[src/rtl/long_press_gesture_detector_defines.svh]
// Assertion macros shared by the long press gesture detector RTL.
`ifndef LONG_PRESS_GESTURE_DETECTOR_DEFINES_SVH
`define LONG_PRESS_GESTURE_DETECTOR_DEFINES_SVH
`ifndef SYNTHESIS
// Same-cycle implication, switched off while reset is asserted.
`define LPGD_ASSERT_IMP(lbl, ck, rn, ante, cons) \
	lbl: assert property (@(posedge ck) disable iff (!(rn)) (ante) |-> (cons)) \
		else $error("long press detector: implication check failed");
// Next-cycle implication, switched off while reset is asserted.
`define LPGD_ASSERT_NXT(lbl, ck, rn, ante, cons) \
	lbl: assert property (@(posedge ck) disable iff (!(rn)) (ante) |=> (cons)) \
		else $error("long press detector: next-cycle check failed");
`else
`define LPGD_ASSERT_IMP(lbl, ck, rn, ante, cons)
`define LPGD_ASSERT_NXT(lbl, ck, rn, ante, cons)
`endif
`endif

[src/rtl/lpgd_pkg.sv]
// Types, codes and reset values for the long press gesture detector.
package lpgd_pkg;

	localparam int COORD_BITS_DEF = 16;
	localparam int TIMER_BITS_DEF = 16;
	localparam int RADIUS_W       = 17;
	localparam int CFG_IDX_W      = 3;

	// Register indexes of the configuration port.
	localparam logic [CFG_IDX_W-1:0] REG_HOLD_TICKS    = 3'd0;
	localparam logic [CFG_IDX_W-1:0] REG_MOVE_RADIUS   = 3'd1;
	localparam logic [CFG_IDX_W-1:0] REG_REGION_ENABLE = 3'd2;
	localparam logic [CFG_IDX_W-1:0] REG_REGION_X_MIN  = 3'd3;
	localparam logic [CFG_IDX_W-1:0] REG_REGION_X_MAX  = 3'd4;
	localparam logic [CFG_IDX_W-1:0] REG_REGION_Y_MIN  = 3'd5;
	localparam logic [CFG_IDX_W-1:0] REG_REGION_Y_MAX  = 3'd6;

	// Reset values; the region edges are truncated to the coordinate width.
	localparam logic [63:0] HOLD_TICKS_RST  = 64'd500;
	localparam logic [63:0] MOVE_RADIUS_RST = 64'd20;
	localparam logic [63:0] REGION_MIN_RST  = 64'h8000;
	localparam logic [63:0] REGION_MAX_RST  = 64'h7FFF;

	localparam logic OP_TOUCH = 1'b0;
	localparam logic OP_TICK  = 1'b1;

	localparam logic [2:0] ACT_DOWN     = 3'd0;
	localparam logic [2:0] ACT_MOVE     = 3'd1;
	localparam logic [2:0] ACT_UP       = 3'd2;
	localparam logic [2:0] ACT_PTR_DOWN = 3'd3;

	typedef enum logic [1:0] {
		PH_IDLE     = 2'd0,
		PH_MAYBE    = 2'd1,
		PH_STARTED  = 2'd2,
		PH_FINISHED = 2'd3
	} phase_t;

	typedef struct packed {
		logic   advance;
		logic   timer_running;
		phase_t phase;
	} core_stat_t;

endpackage

[src/rtl/long_press_gesture_detector.sv]
// Long press gesture detector: top level with configuration and core.
//
// Each transfer on the input channel is either a touch event or one timer
// tick, and yields exactly one result transfer carrying the trigger flag,
// the gesture phase after the item and the stored press point. The block
// takes one item per clock cycle unless the output stalls. An item is held
// in the input register and its result in the result register; the gesture
// update is done by the compare and add logic between the two registers.
// Input ready is high while the input register is empty or the result
// register is empty or being emptied in the same cycle, so a stalled output
// holds at most one further item. Configuration writes take effect on the
// next cycle; they are to be made while no item is in flight, which the block
// itself does not enforce. There is no clearing pass after reset.
`include "long_press_gesture_detector_defines.svh"
module long_press_gesture_detector #(
	parameter int COORD_BITS = lpgd_pkg::COORD_BITS_DEF,
	parameter int TIMER_BITS = lpgd_pkg::TIMER_BITS_DEF,
	localparam int HoldW = (TIMER_BITS > 9) ? TIMER_BITS : 9,
	localparam int CfgW  = (COORD_BITS > TIMER_BITS)
		? ((COORD_BITS > lpgd_pkg::RADIUS_W) ? COORD_BITS : lpgd_pkg::RADIUS_W)
		: ((TIMER_BITS > lpgd_pkg::RADIUS_W) ? TIMER_BITS : lpgd_pkg::RADIUS_W)
) (
	input  logic                              clk,
	input  logic                              arst_n,
	input  logic                              cfg_wen,
	input  logic [lpgd_pkg::CFG_IDX_W-1:0]    cfg_index,
	input  logic [CfgW-1:0]                   cfg_data,
	input  logic                              in_valid,
	output logic                              in_ready,
	input  logic                              op,
	input  logic [2:0]                        action,
	input  logic [3:0]                        point_count,
	input  logic signed [COORD_BITS-1:0]      touch_x,
	input  logic signed [COORD_BITS-1:0]      touch_y,
	input  logic                              ignore,
	output logic                              out_valid,
	input  logic                              out_ready,
	output logic                              trigger,
	output logic [1:0]                        gest_phase,
	output logic signed [COORD_BITS-1:0]      press_x,
	output logic signed [COORD_BITS-1:0]      press_y
);

	logic [HoldW-1:0]                 hold_ticks_q;
	logic [lpgd_pkg::RADIUS_W-1:0]    move_radius_q;
	logic                             region_enable_q;
	logic signed [COORD_BITS-1:0]     region_x_min_q;
	logic signed [COORD_BITS-1:0]     region_x_max_q;
	logic signed [COORD_BITS-1:0]     region_y_min_q;
	logic signed [COORD_BITS-1:0]     region_y_max_q;
	lpgd_pkg::core_stat_t             stat;

	lpgd_cfg #(
		.COORD_BITS(COORD_BITS),
		.TIMER_BITS(TIMER_BITS)
	) u_cfg (
		.clk             (clk),
		.arst_n          (arst_n),
		.cfg_wen         (cfg_wen),
		.cfg_index       (cfg_index),
		.cfg_data        (cfg_data),
		.hold_ticks_q    (hold_ticks_q),
		.move_radius_q   (move_radius_q),
		.region_enable_q (region_enable_q),
		.region_x_min_q  (region_x_min_q),
		.region_x_max_q  (region_x_max_q),
		.region_y_min_q  (region_y_min_q),
		.region_y_max_q  (region_y_max_q)
	);

	lpgd_core #(
		.COORD_BITS(COORD_BITS),
		.TIMER_BITS(TIMER_BITS)
	) u_core (
		.clk           (clk),
		.arst_n        (arst_n),
		.in_valid      (in_valid),
		.in_ready      (in_ready),
		.op            (op),
		.action        (action),
		.point_count   (point_count),
		.touch_x       (touch_x),
		.touch_y       (touch_y),
		.ignore        (ignore),
		.out_valid     (out_valid),
		.out_ready     (out_ready),
		.trigger       (trigger),
		.gest_phase    (gest_phase),
		.press_x       (press_x),
		.press_y       (press_y),
		.hold_ticks    (hold_ticks_q),
		.move_radius   (move_radius_q),
		.region_enable (region_enable_q),
		.region_x_min  (region_x_min_q),
		.region_x_max  (region_x_max_q),
		.region_y_min  (region_y_min_q),
		.region_y_max  (region_y_max_q),
		.stat          (stat)
	);

	// A trigger is only ever reported on entering started or finished.
	`LPGD_ASSERT_IMP(a_trig_phase, clk, arst_n, out_valid && trigger, (gest_phase == lpgd_pkg::PH_STARTED) || (gest_phase == lpgd_pkg::PH_FINISHED))
	// An idle result always carries a cleared press point.
	`LPGD_ASSERT_IMP(a_idle_clear, clk, arst_n, out_valid && (gest_phase == lpgd_pkg::PH_IDLE), (press_x == '0) && (press_y == '0))
	// The hold timer runs only while the gesture may still start.
	`LPGD_ASSERT_IMP(a_timer_maybe, clk, arst_n, stat.timer_running, stat.phase == lpgd_pkg::PH_MAYBE)
	// Every item that leaves the input register lands in the result register.
	`LPGD_ASSERT_NXT(a_adv_result, clk, arst_n, stat.advance, out_valid)

endmodule

[src/rtl/lpgd_cfg.sv]
// Configuration register file of the long press gesture detector.
module lpgd_cfg #(
	parameter int COORD_BITS = lpgd_pkg::COORD_BITS_DEF,
	parameter int TIMER_BITS = lpgd_pkg::TIMER_BITS_DEF,
	localparam int HoldW = (TIMER_BITS > 9) ? TIMER_BITS : 9,
	localparam int CfgW  = (COORD_BITS > TIMER_BITS)
		? ((COORD_BITS > lpgd_pkg::RADIUS_W) ? COORD_BITS : lpgd_pkg::RADIUS_W)
		: ((TIMER_BITS > lpgd_pkg::RADIUS_W) ? TIMER_BITS : lpgd_pkg::RADIUS_W)
) (
	input  logic                                clk,
	input  logic                                arst_n,
	input  logic                                cfg_wen,
	input  logic [lpgd_pkg::CFG_IDX_W-1:0]      cfg_index,
	input  logic [CfgW-1:0]                     cfg_data,
	output logic [HoldW-1:0]                    hold_ticks_q,
	output logic [lpgd_pkg::RADIUS_W-1:0]       move_radius_q,
	output logic                                region_enable_q,
	output logic signed [COORD_BITS-1:0]        region_x_min_q,
	output logic signed [COORD_BITS-1:0]        region_x_max_q,
	output logic signed [COORD_BITS-1:0]        region_y_min_q,
	output logic signed [COORD_BITS-1:0]        region_y_max_q
);

	always_ff @(posedge clk or negedge arst_n) begin
		if (!arst_n) begin
			hold_ticks_q    <= HoldW'(lpgd_pkg::HOLD_TICKS_RST);
			move_radius_q   <= lpgd_pkg::RADIUS_W'(lpgd_pkg::MOVE_RADIUS_RST);
			region_enable_q <= 1'b0;
			region_x_min_q  <= COORD_BITS'(lpgd_pkg::REGION_MIN_RST);
			region_x_max_q  <= COORD_BITS'(lpgd_pkg::REGION_MAX_RST);
			region_y_min_q  <= COORD_BITS'(lpgd_pkg::REGION_MIN_RST);
			region_y_max_q  <= COORD_BITS'(lpgd_pkg::REGION_MAX_RST);
		end else if (cfg_wen) begin
			unique case (cfg_index)
				lpgd_pkg::REG_HOLD_TICKS: begin
					hold_ticks_q <= HoldW'(cfg_data[TIMER_BITS-1:0]);
				end
				lpgd_pkg::REG_MOVE_RADIUS: begin
					move_radius_q <= cfg_data[lpgd_pkg::RADIUS_W-1:0];
				end
				lpgd_pkg::REG_REGION_ENABLE: begin
					region_enable_q <= cfg_data[0];
				end
				lpgd_pkg::REG_REGION_X_MIN: begin
					region_x_min_q <= cfg_data[COORD_BITS-1:0];
				end
				lpgd_pkg::REG_REGION_X_MAX: begin
					region_x_max_q <= cfg_data[COORD_BITS-1:0];
				end
				lpgd_pkg::REG_REGION_Y_MIN: begin
					region_y_min_q <= cfg_data[COORD_BITS-1:0];
				end
				lpgd_pkg::REG_REGION_Y_MAX: begin
					region_y_max_q <= cfg_data[COORD_BITS-1:0];
				end
				default: begin
				end
			endcase
		end
	end

endmodule

[src/rtl/lpgd_core.sv]
// Input register, gesture state, next-state logic and result register.
module lpgd_core #(
	parameter int COORD_BITS = lpgd_pkg::COORD_BITS_DEF,
	parameter int TIMER_BITS = lpgd_pkg::TIMER_BITS_DEF,
	localparam int HoldW = (TIMER_BITS > 9) ? TIMER_BITS : 9,
	localparam int DistW = (COORD_BITS + 1 > lpgd_pkg::RADIUS_W)
		? COORD_BITS + 1 : lpgd_pkg::RADIUS_W
) (
	input  logic                             clk,
	input  logic                             arst_n,
	input  logic                             in_valid,
	output logic                             in_ready,
	input  logic                             op,
	input  logic [2:0]                       action,
	input  logic [3:0]                       point_count,
	input  logic signed [COORD_BITS-1:0]     touch_x,
	input  logic signed [COORD_BITS-1:0]     touch_y,
	input  logic                             ignore,
	output logic                             out_valid,
	input  logic                             out_ready,
	output logic                             trigger,
	output logic [1:0]                       gest_phase,
	output logic signed [COORD_BITS-1:0]     press_x,
	output logic signed [COORD_BITS-1:0]     press_y,
	input  logic [HoldW-1:0]                 hold_ticks,
	input  logic [lpgd_pkg::RADIUS_W-1:0]    move_radius,
	input  logic                             region_enable,
	input  logic signed [COORD_BITS-1:0]     region_x_min,
	input  logic signed [COORD_BITS-1:0]     region_x_max,
	input  logic signed [COORD_BITS-1:0]     region_y_min,
	input  logic signed [COORD_BITS-1:0]     region_y_max,
	output lpgd_pkg::core_stat_t             stat
);

	// Input stage.
	logic                          valid_s1;
	logic                          op_s1;
	logic [2:0]                    action_s1;
	logic [3:0]                    count_s1;
	logic signed [COORD_BITS-1:0]  tx_s1;
	logic signed [COORD_BITS-1:0]  ty_s1;
	logic                          ign_s1;

	// Gesture state.
	lpgd_pkg::phase_t              phase_q;
	lpgd_pkg::phase_t              phase_d;
	logic signed [COORD_BITS-1:0]  anchor_x_q;
	logic signed [COORD_BITS-1:0]  anchor_y_q;
	logic signed [COORD_BITS-1:0]  anchor_x_d;
	logic signed [COORD_BITS-1:0]  anchor_y_d;
	logic [TIMER_BITS-1:0]         hold_count_q;
	logic [TIMER_BITS-1:0]         hold_count_d;
	logic                          timer_running_q;
	logic                          timer_running_d;
	logic                          trig_d;

	// Result stage.
	logic                          valid_s2;
	logic                          trig_s2;
	lpgd_pkg::phase_t              phase_s2;
	logic signed [COORD_BITS-1:0]  press_x_s2;
	logic signed [COORD_BITS-1:0]  press_y_s2;

	logic                          out_free;
	logic                          advance;

	logic                          is_tick;
	logic                          is_touch;
	logic [TIMER_BITS-1:0]         count_inc;
	logic                          fire;
	logic                          in_rect;
	logic                          out_of_bounds;
	logic signed [COORD_BITS:0]    dx;
	logic signed [COORD_BITS:0]    dy;
	logic [COORD_BITS-1:0]         abs_dx;
	logic [COORD_BITS-1:0]         abs_dy;
	logic [DistW-1:0]              man_dist;
	logic                          too_far;
	logic                          act_abort;
	logic                          do_abort;
	logic                          clear_any;
	logic                          do_down;
	logic                          tick_start;

	assign out_free = !valid_s2 || out_ready;
	assign advance  = valid_s1 && out_free;
	assign in_ready = !valid_s1 || out_free;

	always_ff @(posedge clk or negedge arst_n) begin
		if (!arst_n) begin
			valid_s1 <= 1'b0;
		end else if (in_ready) begin
			valid_s1 <= in_valid;
		end
	end

	always_ff @(posedge clk) begin
		if (in_ready && in_valid) begin
			op_s1     <= op;
			action_s1 <= action;
			count_s1  <= point_count;
			tx_s1     <= touch_x;
			ty_s1     <= touch_y;
			ign_s1    <= ignore;
		end
	end

	// Decoding of the item held in the input stage.
	assign is_tick  = (op_s1 == lpgd_pkg::OP_TICK);
	assign is_touch = (op_s1 == lpgd_pkg::OP_TOUCH);

	// The hold counter saturates at all ones.
	assign count_inc = (&hold_count_q) ? hold_count_q : hold_count_q + 1'b1;
	assign fire      = HoldW'(count_inc) >= hold_ticks;

	assign in_rect = !region_enable ||
		(tx_s1 >= region_x_min && tx_s1 <= region_x_max &&
		 ty_s1 >= region_y_min && ty_s1 <= region_y_max);
	assign out_of_bounds = (count_s1 != 4'd1) || !in_rect;

	assign dx     = {anchor_x_q[COORD_BITS-1], anchor_x_q} - {tx_s1[COORD_BITS-1], tx_s1};
	assign dy     = {anchor_y_q[COORD_BITS-1], anchor_y_q} - {ty_s1[COORD_BITS-1], ty_s1};
	assign abs_dx = dx[COORD_BITS] ? COORD_BITS'(-dx) : dx[COORD_BITS-1:0];
	assign abs_dy = dy[COORD_BITS] ? COORD_BITS'(-dy) : dy[COORD_BITS-1:0];
	assign man_dist = DistW'(abs_dx) + DistW'(abs_dy);
	assign too_far  = man_dist > DistW'(move_radius);

	// A far move outside a live gesture aborts nothing, as idle and finished
	// ignore an abort that does not clear.
	assign act_abort = (action_s1 == lpgd_pkg::ACT_UP) ||
		(action_s1 == lpgd_pkg::ACT_PTR_DOWN) ||
		((action_s1 == lpgd_pkg::ACT_MOVE) && too_far);
	assign do_abort   = is_touch && (ign_s1 || out_of_bounds || act_abort);
	assign clear_any  = is_touch && !ign_s1 && out_of_bounds;
	assign do_down    = is_touch && !ign_s1 && !out_of_bounds &&
		(action_s1 == lpgd_pkg::ACT_DOWN);
	assign tick_start = is_tick && timer_running_q && fire &&
		(phase_q == lpgd_pkg::PH_MAYBE);

	// Next gesture phase.
	always_comb begin
		phase_d = phase_q;
		if (tick_start) begin
			phase_d = lpgd_pkg::PH_STARTED;
		end else if (do_down) begin
			phase_d = lpgd_pkg::PH_MAYBE;
		end else if (do_abort) begin
			unique case (phase_q)
				lpgd_pkg::PH_STARTED: begin
					phase_d = lpgd_pkg::PH_FINISHED;
				end
				lpgd_pkg::PH_MAYBE: begin
					phase_d = lpgd_pkg::PH_IDLE;
				end
				default: begin
					if (clear_any) begin
						phase_d = lpgd_pkg::PH_IDLE;
					end
				end
			endcase
		end
	end

	// Trigger, press point and hold timer.
	always_comb begin
		trig_d          = tick_start ||
			(do_abort && phase_q == lpgd_pkg::PH_STARTED);
		anchor_x_d      = anchor_x_q;
		anchor_y_d      = anchor_y_q;
		hold_count_d    = hold_count_q;
		timer_running_d = timer_running_q;
		if (is_tick) begin
			if (timer_running_q) begin
				hold_count_d    = count_inc;
				timer_running_d = !fire;
			end
		end else if (do_down) begin
			anchor_x_d      = tx_s1;
			anchor_y_d      = ty_s1;
			hold_count_d    = '0;
			timer_running_d = 1'b1;
		end else if (do_abort && phase_q != lpgd_pkg::PH_STARTED) begin
			if (phase_q == lpgd_pkg::PH_MAYBE) begin
				timer_running_d = 1'b0;
			end
			if (phase_q == lpgd_pkg::PH_MAYBE || clear_any) begin
				anchor_x_d = '0;
				anchor_y_d = '0;
			end
		end
	end

	always_ff @(posedge clk or negedge arst_n) begin
		if (!arst_n) begin
			phase_q         <= lpgd_pkg::PH_IDLE;
			anchor_x_q      <= '0;
			anchor_y_q      <= '0;
			hold_count_q    <= '0;
			timer_running_q <= 1'b0;
		end else if (advance) begin
			phase_q         <= phase_d;
			anchor_x_q      <= anchor_x_d;
			anchor_y_q      <= anchor_y_d;
			hold_count_q    <= hold_count_d;
			timer_running_q <= timer_running_d;
		end
	end

	always_ff @(posedge clk or negedge arst_n) begin
		if (!arst_n) begin
			valid_s2 <= 1'b0;
		end else if (advance) begin
			valid_s2 <= 1'b1;
		end else if (out_ready) begin
			valid_s2 <= 1'b0;
		end
	end

	always_ff @(posedge clk) begin
		if (advance) begin
			trig_s2    <= trig_d;
			phase_s2   <= phase_d;
			press_x_s2 <= anchor_x_d;
			press_y_s2 <= anchor_y_d;
		end
	end

	assign out_valid  = valid_s2;
	assign trigger    = trig_s2;
	assign gest_phase = phase_s2;
	assign press_x    = press_x_s2;
	assign press_y    = press_y_s2;

	assign stat.advance       = advance;
	assign stat.timer_running = timer_running_q;
	assign stat.phase         = phase_q;

endmodule

[config.mk]
export PLATFORM = sky130hd
export DESIGN_NAME = long_press_gesture_detector
export DESIGN_NICKNAME = d
export VERILOG_FILES = /design/src/rtl/lpgd_pkg.sv /design/src/rtl/long_press_gesture_detector.sv /design/src/rtl/lpgd_cfg.sv /design/src/rtl/lpgd_core.sv
export VERILOG_INCLUDE_DIRS = /design/src /design/src/rtl
export SDC_FILE = /design/constraint.sdc
export NUM_CORES = 1
export LEC_CHECK = 0
export BUFFER_PORTS_ARGS = -buffer_cell sky130_fd_sc_hd__clkbuf_2
export CAP_MARGIN = 0
export CORE_ASPECT_RATIO = 0.75
export CORE_MARGIN = 1
export CORE_UTILIZATION = 54
export CTS_BUF_LIST = sky130_fd_sc_hd__clkbuf_4 sky130_fd_sc_hd__clkbuf_8 sky130_fd_sc_hd__clkbuf_16
export DETAILED_ROUTE_END_ITERATION = 7
export HOLD_SLACK_MARGIN = 0.02
export PLACE_DENSITY_LB_ADDON = 0.05
export SYNTH_ARGS = -nofsm -noshare
export SYNTH_HDL_FRONTEND = slang
export SYNTH_SLANG_ARGS = --single-unit
export TNS_END_PERCENT = 20
[constraint.sdc]
create_clock -name clk -period 10.55 [get_ports clk]
set_clock_uncertainty 0.1 [all_clocks]
set_input_delay 1.055 -clock clk [delete_from_list [all_inputs] [get_ports clk]]
set_output_delay 1.055 -clock clk [all_outputs]
set_load 0.1 [all_outputs]
== After elaboration in Yosys (flattened, before gate mapping) ==
Cells that the tools add are included.

* Add/sub/neg operators: 6
* Multiply operators: 0
* Div/mod/pow operators: 0
* $lt $le $gt $ge: 6
* Equality and inequality tests: 14
* Shift operators: 0
* Mux-type cells: 26
* Bitwise logic cells: 1
* Reduce and logical (&&, ||, !) cells: 49

{| class="wikitable"
|+ Operators by type and width
! kind !! count
|-
| $mux W16 || 14
|-
| $ge A16 B16 Y1 || 3
|-
| $sub A16 B16 Y17 || 2
|-
| $le A16 B16 Y1 || 2
|-
| $neg A16 Y16 || 2
|-
| $add A16 B16 Y17 || 1
|-
| $gt A17 B17 Y1 || 1
|-
| $add A16 B1 Y16 const B || 1
|-
| $logic_and A1 B1 Y1 || 16
|-
| $reduce_and A16 Y1 || 1
|-
| $reduce_and A2 Y1 || 7
|-
| $eq A3 B2 Y1 const B || 4
|-
| $logic_or A1 B1 Y1 || 10
|-
| $eq A3 B3 Y1 const B || 3
|-
| $mux W2 || 4
|-
| $logic_not A1 Y1 || 7
|-
| $mux W1 || 7
|-
| $eq A3 B1 Y1 const B || 2
|-
| $logic_not A3 Y1 || 2
|-
| $reduce_and A3 Y1 || 2
|-
| $reduce_bool A3 Y1 || 2
|-
| $ne A2 B2 Y1 const B || 2
|-
| $ne A4 B1 Y1 const B || 1
|-
| $pmux W2 S2 || 1
|-
| 4 further kinds || 5
|}

* Register bits after elaboration: 227
* Bits in latches: 0
* RAM bits: 0
* ROM bits: 0
* Input port bits: 66
* Output and inout port bits: 37
* Logic and storage cells: 126
* Memories: 0

== Logic depth before layout (Yosys ltp) ==
* Word-level depth: 14
* Gate-level depth with buffers: 37
* Gate-level depth less buffers: 35

== By module ==
A second synthesis with hierarchy kept.

* Cell total of the unflattened synthesis: 1320
* Area total of the unflattened synthesis: 14263.7 µm²

{| class="wikitable"
|+ By module, submodules not included
! module !! instances !! cells each !! area an instance (µm²) !! seq. area each (µm²)
|-
| lpgd_core || 1 || 1105 || 10422.5 || 3608.5
|-
| lpgd_cfg || 1 || 215 || 3841.2 || 2502.4
|}

== Least setup slack after synthesis ==
OpenSTA, ideal clock, no wires.

* Path type: register to register
* From: register u_core.tx_s1[0]
* To: register u_core.press_x_s2[0] (netlist: u_core.press_x[0]) (data pin)
* Library setup time: 256 ps
* Arrival time: 6591 ps
* Required time: 10194 ps
* Slack: 3603 ps
* Stages on the path, launching flop included: 36
* Buffers on the path: 2
* Clock period less this slack: 6947 ps
* Cells stage by stage: edfxtp_1 -> ha_1 -> fa_1 -> nor2b_1 -> o31a_1 -> o21a_1 -> o21a_1 -> a211oi_1 -> o21bai_1 -> a21oi_1 -> o21ai_1 -> clkbuf_1 -> nor2_1 -> xnor2_1 -> ha_1 -> nor2b_1 -> o21ai_0 -> a21boi_1 -> o21ai_0 -> nand2b_1 -> a21o_1 -> a41o_1 -> o41ai_1 -> o21a_1 -> o21ai_0 -> ha_1 -> nand4_1 -> nor2_1 -> o31ai_1 -> o2111ai_1 -> a21o_1 -> a21oi_1 -> a2111oi_1 -> nor2_1 -> buf_2 -> a22o_1

* Longest elaborated chain between the ends: 14
* Elaborated cells on any way between the ends: 28
* Classes of those cells: add/sub (3); order compare (3); mux (5); reduce/logical (17)

{| class="wikitable"
|+ RTL lines
! what !! line !! RTL
|-
| start: declaration || lpgd_core.sv:40 || <nowiki>logic signed [COORD_BITS-1:0] tx_s1;</nowiki>
|-
| start signal: assignment || lpgd_core.sv:102 || <nowiki>tx_s1 <= touch_x;</nowiki>
|-
| parallel branches: the longest is 12 deep, another holds $sub A16 B16 Y17 || n/a ||
|-
| $mux W16 * || lpgd_core.sv:177 || <nowiki>end else if (do_down) begin</nowiki>
|-
| $mux W16 * || lpgd_core.sv:172 || <nowiki>if (is_tick) begin</nowiki>
|-
| named net u_core.anchor_x_d[0] || lpgd_core.sv:49 || <nowiki>logic signed [COORD_BITS-1:0] anchor_x_d;</nowiki>
|-
| end signal: assignment || lpgd_core.sv:223 || <nowiki>press_x_s2 <= anchor_x_d;</nowiki>
|-
| end: declaration || lpgd_core.sv:61 || <nowiki>logic signed [COORD_BITS-1:0] press_x_s2;</nowiki>
|}

Mark *: on every way through the listed nets, which the timed path passes.
A chain may end at the register's enable or synchronous reset.

== Worst setup path after layout ==
* From: register u_core.tx_s1[0]
* To: register u_core.press_y_s2[15] (netlist: u_core.press_y[15]) (data pin)

* Longest elaborated chain between the ends: 14
* Elaborated cells on any way between the ends: 28
* Classes of those cells: add/sub (3); order compare (3); mux (5); reduce/logical (17)

{| class="wikitable"
|+ RTL lines
! what !! line !! RTL
|-
| parallel branches: the longest is 12 deep, another holds $sub A16 B16 Y17 || n/a ||
|-
| $mux W16 * || lpgd_core.sv:177 ||
|-
| $mux W16 * || lpgd_core.sv:172 ||
|-
| named net u_core.anchor_y_d[15] || lpgd_core.sv:50 || <nowiki>logic signed [COORD_BITS-1:0] anchor_y_d;</nowiki>
|-
| end signal: assignment || lpgd_core.sv:224 || <nowiki>press_y_s2 <= anchor_y_d;</nowiki>
|-
| end: declaration || lpgd_core.sv:62 || <nowiki>logic signed [COORD_BITS-1:0] press_y_s2;</nowiki>
|}

Marked as above.

==> impl_results.html <==
<table>
<tr><th>Metric</th><th>Value</th></tr>
<tr><th colspan="2">Route</th></tr>
<tr><td>Iteration-0 DRC Markers</td><td>821</td></tr>
<tr><td>Drt total wl</td><td>35.71 mm</td></tr>
<tr><td>Remaining routing DRC violations</td><td>0</td></tr>
<tr><td>Avg WL per Cell</td><td>19.43 microns</td></tr>
<tr><td>Routed vias/inst</td><td>5.870</td></tr>
<tr><td>Vias after detailed routing</td><td>10790</td></tr>
<tr><td>Antenna viol nets, final</td><td>0</td></tr>
<tr><td>1st-pass router iterations</td><td>6</td></tr>
<tr><th colspan="2">Global route</th></tr>
<tr><td>Overall routing resource usage</td><td>27.77%</td></tr>
<tr><td>Pin count of the biggest net entering global routing</td><td>95</td></tr>
<tr><td>Vias in the first global route</td><td>10340</td></tr>
<tr><td>Global-route wire length before repair</td><td>57.58 mm</td></tr>
<tr><td>Number of antenna violations at the first check in global routing</td><td>2</td></tr>
<tr><td>GRT overflow</td><td>0</td></tr>
<tr><th colspan="2">Setup path</th></tr>
<tr><td>Crit start category</td><td>register</td></tr>
<tr><td>Worst Path Max Fanout</td><td>32</td></tr>
<tr><td>Data required time of the worst path</td><td>10.73 ns</td></tr>
<tr><td>Worst-case reg-to-reg path depth</td><td>34</td></tr>
<tr><td>Crit. End Element</td><td>register</td></tr>
<tr><td>Worst path arrival time</td><td>8.50 ns</td></tr>
<tr><td>Slowest cell on crit path</td><td>sky130_fd_sc_hd__o21ai_1</td></tr>
<tr><td>Delay of the slowest critical-path stage</td><td>0.84 ns</td></tr>
<tr><td>Category of the critical setup timing path</td><td>reg2reg</td></tr>
<tr><th colspan="2">CTS</th></tr>
<tr><td>Inserted Clock Buffers</td><td>25</td></tr>
<tr><td>Clock tree root driver cell</td><td>sky130_fd_sc_hd__clkbuf_16</td></tr>
<tr><td>Number of clock sinks</td><td>227</td></tr>
<tr><td>Cts repair resizes</td><td>0</td></tr>
<tr><td>Number of buffers added to fix hold violations after cts</td><td>0</td></tr>
<tr><td>Clock transition at path regs</td><td>0.06 ns</td></tr>
<tr><td>TritonCTS clock tree</td><td>yes</td></tr>
<tr><td>Deepest level of the CTS H-tree</td><td>1</td></tr>
<tr><td>Number of buffers inserted by post-CTS setup repair</td><td>0</td></tr>
<tr><td>Clock network latency to the later pin of the worst-skew pair</td><td>0.55 ns</td></tr>
<tr><td>Worst-case clock buffer depth</td><td>3</td></tr>
<tr><th colspan="2">Die</th></tr>
<tr><td>Die area</td><td>0.02666 sq mm</td></tr>
<tr><td>Area of the core</td><td>0.02521 sq mm</td></tr>
<tr><td>Number of placed I/O pins</td><td>103</td></tr>
<tr><td>Height of the die</td><td>141.7 microns</td></tr>
<tr><td>Core Rows</td><td>50</td></tr>
<tr><td>Starting density of the core</td><td>55.70%</td></tr>
<tr><td>Die width</td><td>188.2 microns</td></tr>
<tr><th colspan="2">Pwr</th></tr>
<tr><td>Net Switching</td><td>942.6 uW</td></tr>
<tr><td>Relative contribution of combinational cells to total power</td><td>28.7%</td></tr>
<tr><td>Switching part of the total</td><td>33.08%</td></tr>
<tr><td>Pwr dens</td><td>180.6 mW/mm^2</td></tr>
<tr><td>Part of the power in the clock network</td><td>31.7%</td></tr>
<tr><td>Register share of total power</td><td>39.6%</td></tr>
<tr><td>Lkg Pwr</td><td>7.273 nW</td></tr>
<tr><td>Final Power</td><td>2.849 mW</td></tr>
<tr><td>Worst VDD drop</td><td>143.9 uV</td></tr>
<tr><td>Pint</td><td>1.907 mW</td></tr>
<tr><th colspan="2">Synth</th></tr>
<tr><td>Nets in the synthesized netlist</td><td>1599</td></tr>
<tr><td>Share of flip-flops with an asynchronous set or reset after synthesis</td><td>66.52%</td></tr>
<tr><td>Average footprint of a synthesized cell</td><td>10.18 sq um</td></tr>
<tr><td>Dominant cell type by area after synthesis</td><td>sky130_fd_sc_hd__dfrtp_1</td></tr>
<tr><td>Sequential-to-total area share from yosys stat</td><td>43.51%</td></tr>
<tr><td>Number of flops mapped to enable cells by yosys</td><td>76</td></tr>
<tr><td>Count of warnings emitted by yosys</td><td>0</td></tr>
<tr><td>Post-synth cell types</td><td>74</td></tr>
<tr><td>Biggest area contributors in the synthesized netlist</td><td>sky130_fd_sc_hd__dfrtp_1 (20%), sky130_fd_sc_hd__edfxtp_1 (16%), sky130_fd_sc_hd__ha_1 (13%), sky130_fd_sc_hd__dfstp_2 (7.5%), sky130_fd_sc_hd__mux2_2 (4.2%)</td></tr>
<tr><td>Post-Synthesis Cells</td><td>1380</td></tr>
<tr><td>Count of state elements after synthesis</td><td>227</td></tr>
<tr><td>Top-count cell post-synth</td><td>sky130_fd_sc_hd__inv_1</td></tr>
<tr><td>Synth top area share</td><td>19.78%</td></tr>
<tr><td>Synthesized cell area</td><td>0.01404 sq mm</td></tr>
<tr><td>Synth cell count leaders</td><td>sky130_fd_sc_hd__inv_1 (155), sky130_fd_sc_hd__ha_1 (150), sky130_fd_sc_hd__dfrtp_1 (111), sky130_fd_sc_hd__nand2_1 (103), sky130_fd_sc_hd__o21ai_0 (94)</td></tr>
<tr><td>Most common flop cell mapped by yosys</td><td>sky130_fd_sc_hd__dfrtp_1</td></tr>
<tr><th colspan="2">Layout</th></tr>
<tr><td>Final cell count without fillers</td><td>1838</td></tr>
<tr><td>Antenna cells</td><td>0</td></tr>
<tr><td>Final Cell Area</td><td>0.01578 sq mm</td></tr>
<tr><td>Final core area utilization</td><td>62.58%</td></tr>
<tr><td>Area added between synthesis and finish</td><td>12.34%</td></tr>
<tr><td>Ratio of cells with drive above 1 in the final layout</td><td>18.27%</td></tr>
<tr><td>Total number of nets in the final design</td><td>1700</td></tr>
<tr><th colspan="2">Flow run</th></tr>
<tr><td>Count of maximum capacitance violations</td><td>0</td></tr>
<tr><th colspan="2">STA</th></tr>
<tr><td>Time the final worst path needs with I/O delays and setup</td><td>8.325 ns</td></tr>
<tr><td>Highest achievable clock rate</td><td>0.1201 GHz</td></tr>
<tr><td>Worst Max-Slew Pin Slew</td><td>1.052 ns</td></tr>
<tr><td>Unrepaired setup endpoints after global routing</td><td>false</td></tr>
<tr><td>Hold Vio Cnt, Final</td><td>0</td></tr>
<tr><td>Period utilisation layout</td><td>78.91%</td></tr>
<tr><td>Slew HR</td><td>29.39%</td></tr>
<tr><td>Setup TNS</td><td>0 ns</td></tr>
<tr><td>Final-report setup violation count</td><td>0</td></tr>
<tr><td>Final Max Tran Viols</td><td>0</td></tr>
<tr><th colspan="2">Status</th></tr>
<tr><td>Outcome</td><td>finished clean</td></tr>
<tr><th colspan="2">Place</th></tr>
<tr><td>Count of input and output buffers</td><td>102</td></tr>
<tr><td>Post-DP HPWL</td><td>25.52 mm</td></tr>
<tr><td>Dpl cell area</td><td>0.01493 sq mm</td></tr>
<tr><td>Placed insts</td><td>1792</td></tr>
<tr><td>RePlAce Congestion</td><td>0.9276</td></tr>
<tr><th colspan="2">Worst hold path</th></tr>
<tr><td>Hold-critical path depth</td><td>1</td></tr>
<tr><td>Worst hold path class</td><td>reg2reg</td></tr>
</table>
==> layer usage <==
layer	vias to the layer above	wire length, microns	track usage [%]
met1	5189	17640	43.01
li1	5177	-	-
met3	53	2307	3.685
met5	-	0	0
met4	0	722	6.162
met2	370	15040	41.08
==> flip-flops by register name, summed over array words and instances (netlist names), 2 cells and up <==
name,cells
u_cfg.hold_ticks_q,16
u_cfg.move_radius_q,17
u_cfg.region_x_max_q,16
u_cfg.region_x_min_q,16
u_cfg.region_y_max_q,16
u_cfg.region_y_min_q,16
u_core.action_s1,3
u_core.anchor_x_q,16
u_core.anchor_y_q,16
u_core.count_s1,4
u_core.gest_phase,2
u_core.hold_count_q,16
u_core.phase_q,2
u_core.press_x,16
u_core.press_y,16
u_core.tx_s1,16
u_core.ty_s1,16
==> final timing paths <==
check / slack [ns] / startpoint / to
worst min-delay path: 0.39 / u_core.valid_s1 / u_core.out_valid
max in group asynchronous: 8.51 / arst_n / u_core.hold_count_q[10]
worst min register to register: 0.39 / u_core.valid_s1 / u_core.out_valid
worst max register to register: 2.23 / u_core.tx_s1[0] / u_core.press_y[15]
min in group asynchronous: 0.48 / arst_n / u_cfg.region_y_min_q[8]
worst max-delay path: 2.23 / u_core.tx_s1[0] / u_core.press_y[15]
==> layout by cell type (no fill, tap or decap), types with 4 or more instances in the layout <==
master                      count
sky130_fd_sc_hd__xor2_1        20
sky130_fd_sc_hd__clkbuf_4       4
sky130_fd_sc_hd__nor2b_1       21
sky130_fd_sc_hd__nor4_1         6
sky130_fd_sc_hd__and3_1        14
sky130_fd_sc_hd__o21ai_1        6
sky130_fd_sc_hd__nand4_1       18
sky130_fd_sc_hd__or3_1          6
sky130_fd_sc_hd__a21o_1        27
sky130_fd_sc_hd__inv_1        155
sky130_fd_sc_hd__o21bai_1       4
sky130_fd_sc_hd__o22ai_1        5
sky130_fd_sc_hd__dfstp_2       40
sky130_fd_sc_hd__a22o_1        65
sky130_fd_sc_hd__a211oi_1       6
sky130_fd_sc_hd__o31ai_1       12
sky130_fd_sc_hd__nor3_1        17
sky130_fd_sc_hd__xnor2_1       46
sky130_fd_sc_hd__o211ai_1       6
sky130_fd_sc_hd__dfrtp_1      111
sky130_fd_sc_hd__nand2_1      103
sky130_fd_sc_hd__ha_1         150
sky130_fd_sc_hd__clkbuf_16     25
sky130_fd_sc_hd__and4_1         5
sky130_fd_sc_hd__a21oi_1       66
sky130_fd_sc_hd__mux2_2        53
sky130_fd_sc_hd__nor2_1        69
sky130_fd_sc_hd__clkinv_2       7
sky130_fd_sc_hd__nand2b_1      12
sky130_fd_sc_hd__o21a_1        19
sky130_fd_sc_hd__a31oi_1        7
sky130_fd_sc_hd__clkbuf_2     101
sky130_fd_sc_hd__o21ai_0       94
sky130_fd_sc_hd__buf_4         11
sky130_fd_sc_hd__edfxtp_1      76
sky130_fd_sc_hd__and2_1         4
sky130_fd_sc_hd__nand3_1       19
==> worst max-delay path: cells and delay by family, from the launching register on <==
| kind | cells | cell delay, ns |
|---|---|---|
| AOI/OAI and AO/OA | 21 | 4.84 |
| xor gates and xnor gates | 1 | 0.17 |
| adders and majority gates | 4 | 1.29 |
| buffers and inverters | 1 | 0.30 |
| DFF | 1 | 0.44 |
| and+or+nand+nor | 7 | 0.92 |
==> power groups by stage <==
stage	Combinational (mW)	Clock [mW]	Sequential, mW
after floorplan	0.532	0	1.20
after detailed placement	0.811	0	1.14
after CTS	0.818	0.920	1.13
after global routing	0.921	0.953	1.14
after global placement	0.792	0	1.14
final	0.818	0.904	1.13
==> layout make-up <==
type,count,area (sq um)
timing repair buffer,113,599.3
sequential,227,6111
tap,338,422.9
fill,2118,9435
clock inverter,15,161.4
multi-input combinational,957,7209
clock buffer,31,683.2
inverter,157,589.3
==> logic make-up (layout without fill, tap and decap cells) <==
family	count (synthesis)	count (layout)	share of synthesized area, %
AO/OA/AOI/OAI	362	362	17.55
buffers and inverters	196	316	5.310
XOR/XNOR	66	66	4.116
AND/OR/NAND/NOR	321	321	11.32
flip-flops	227	227	43.51
multiplexers	55	55	4.392
adder cells (fa/ha/maj)	153	153	13.79
==> metrics by stage <==
step	setup WS (ns)	hold slack [ns]
4_1_cts	2.345	0.3959
2_1_floorplan	3.603	0.3569
6_report	2.226	0.3939
5_1_grt	1.529	0.4231
3_5_place_dp	2.392	0.3921
3_3_place_gp	2.776	0.3714
No activity file was read; power rests on OpenSTA's default activity.
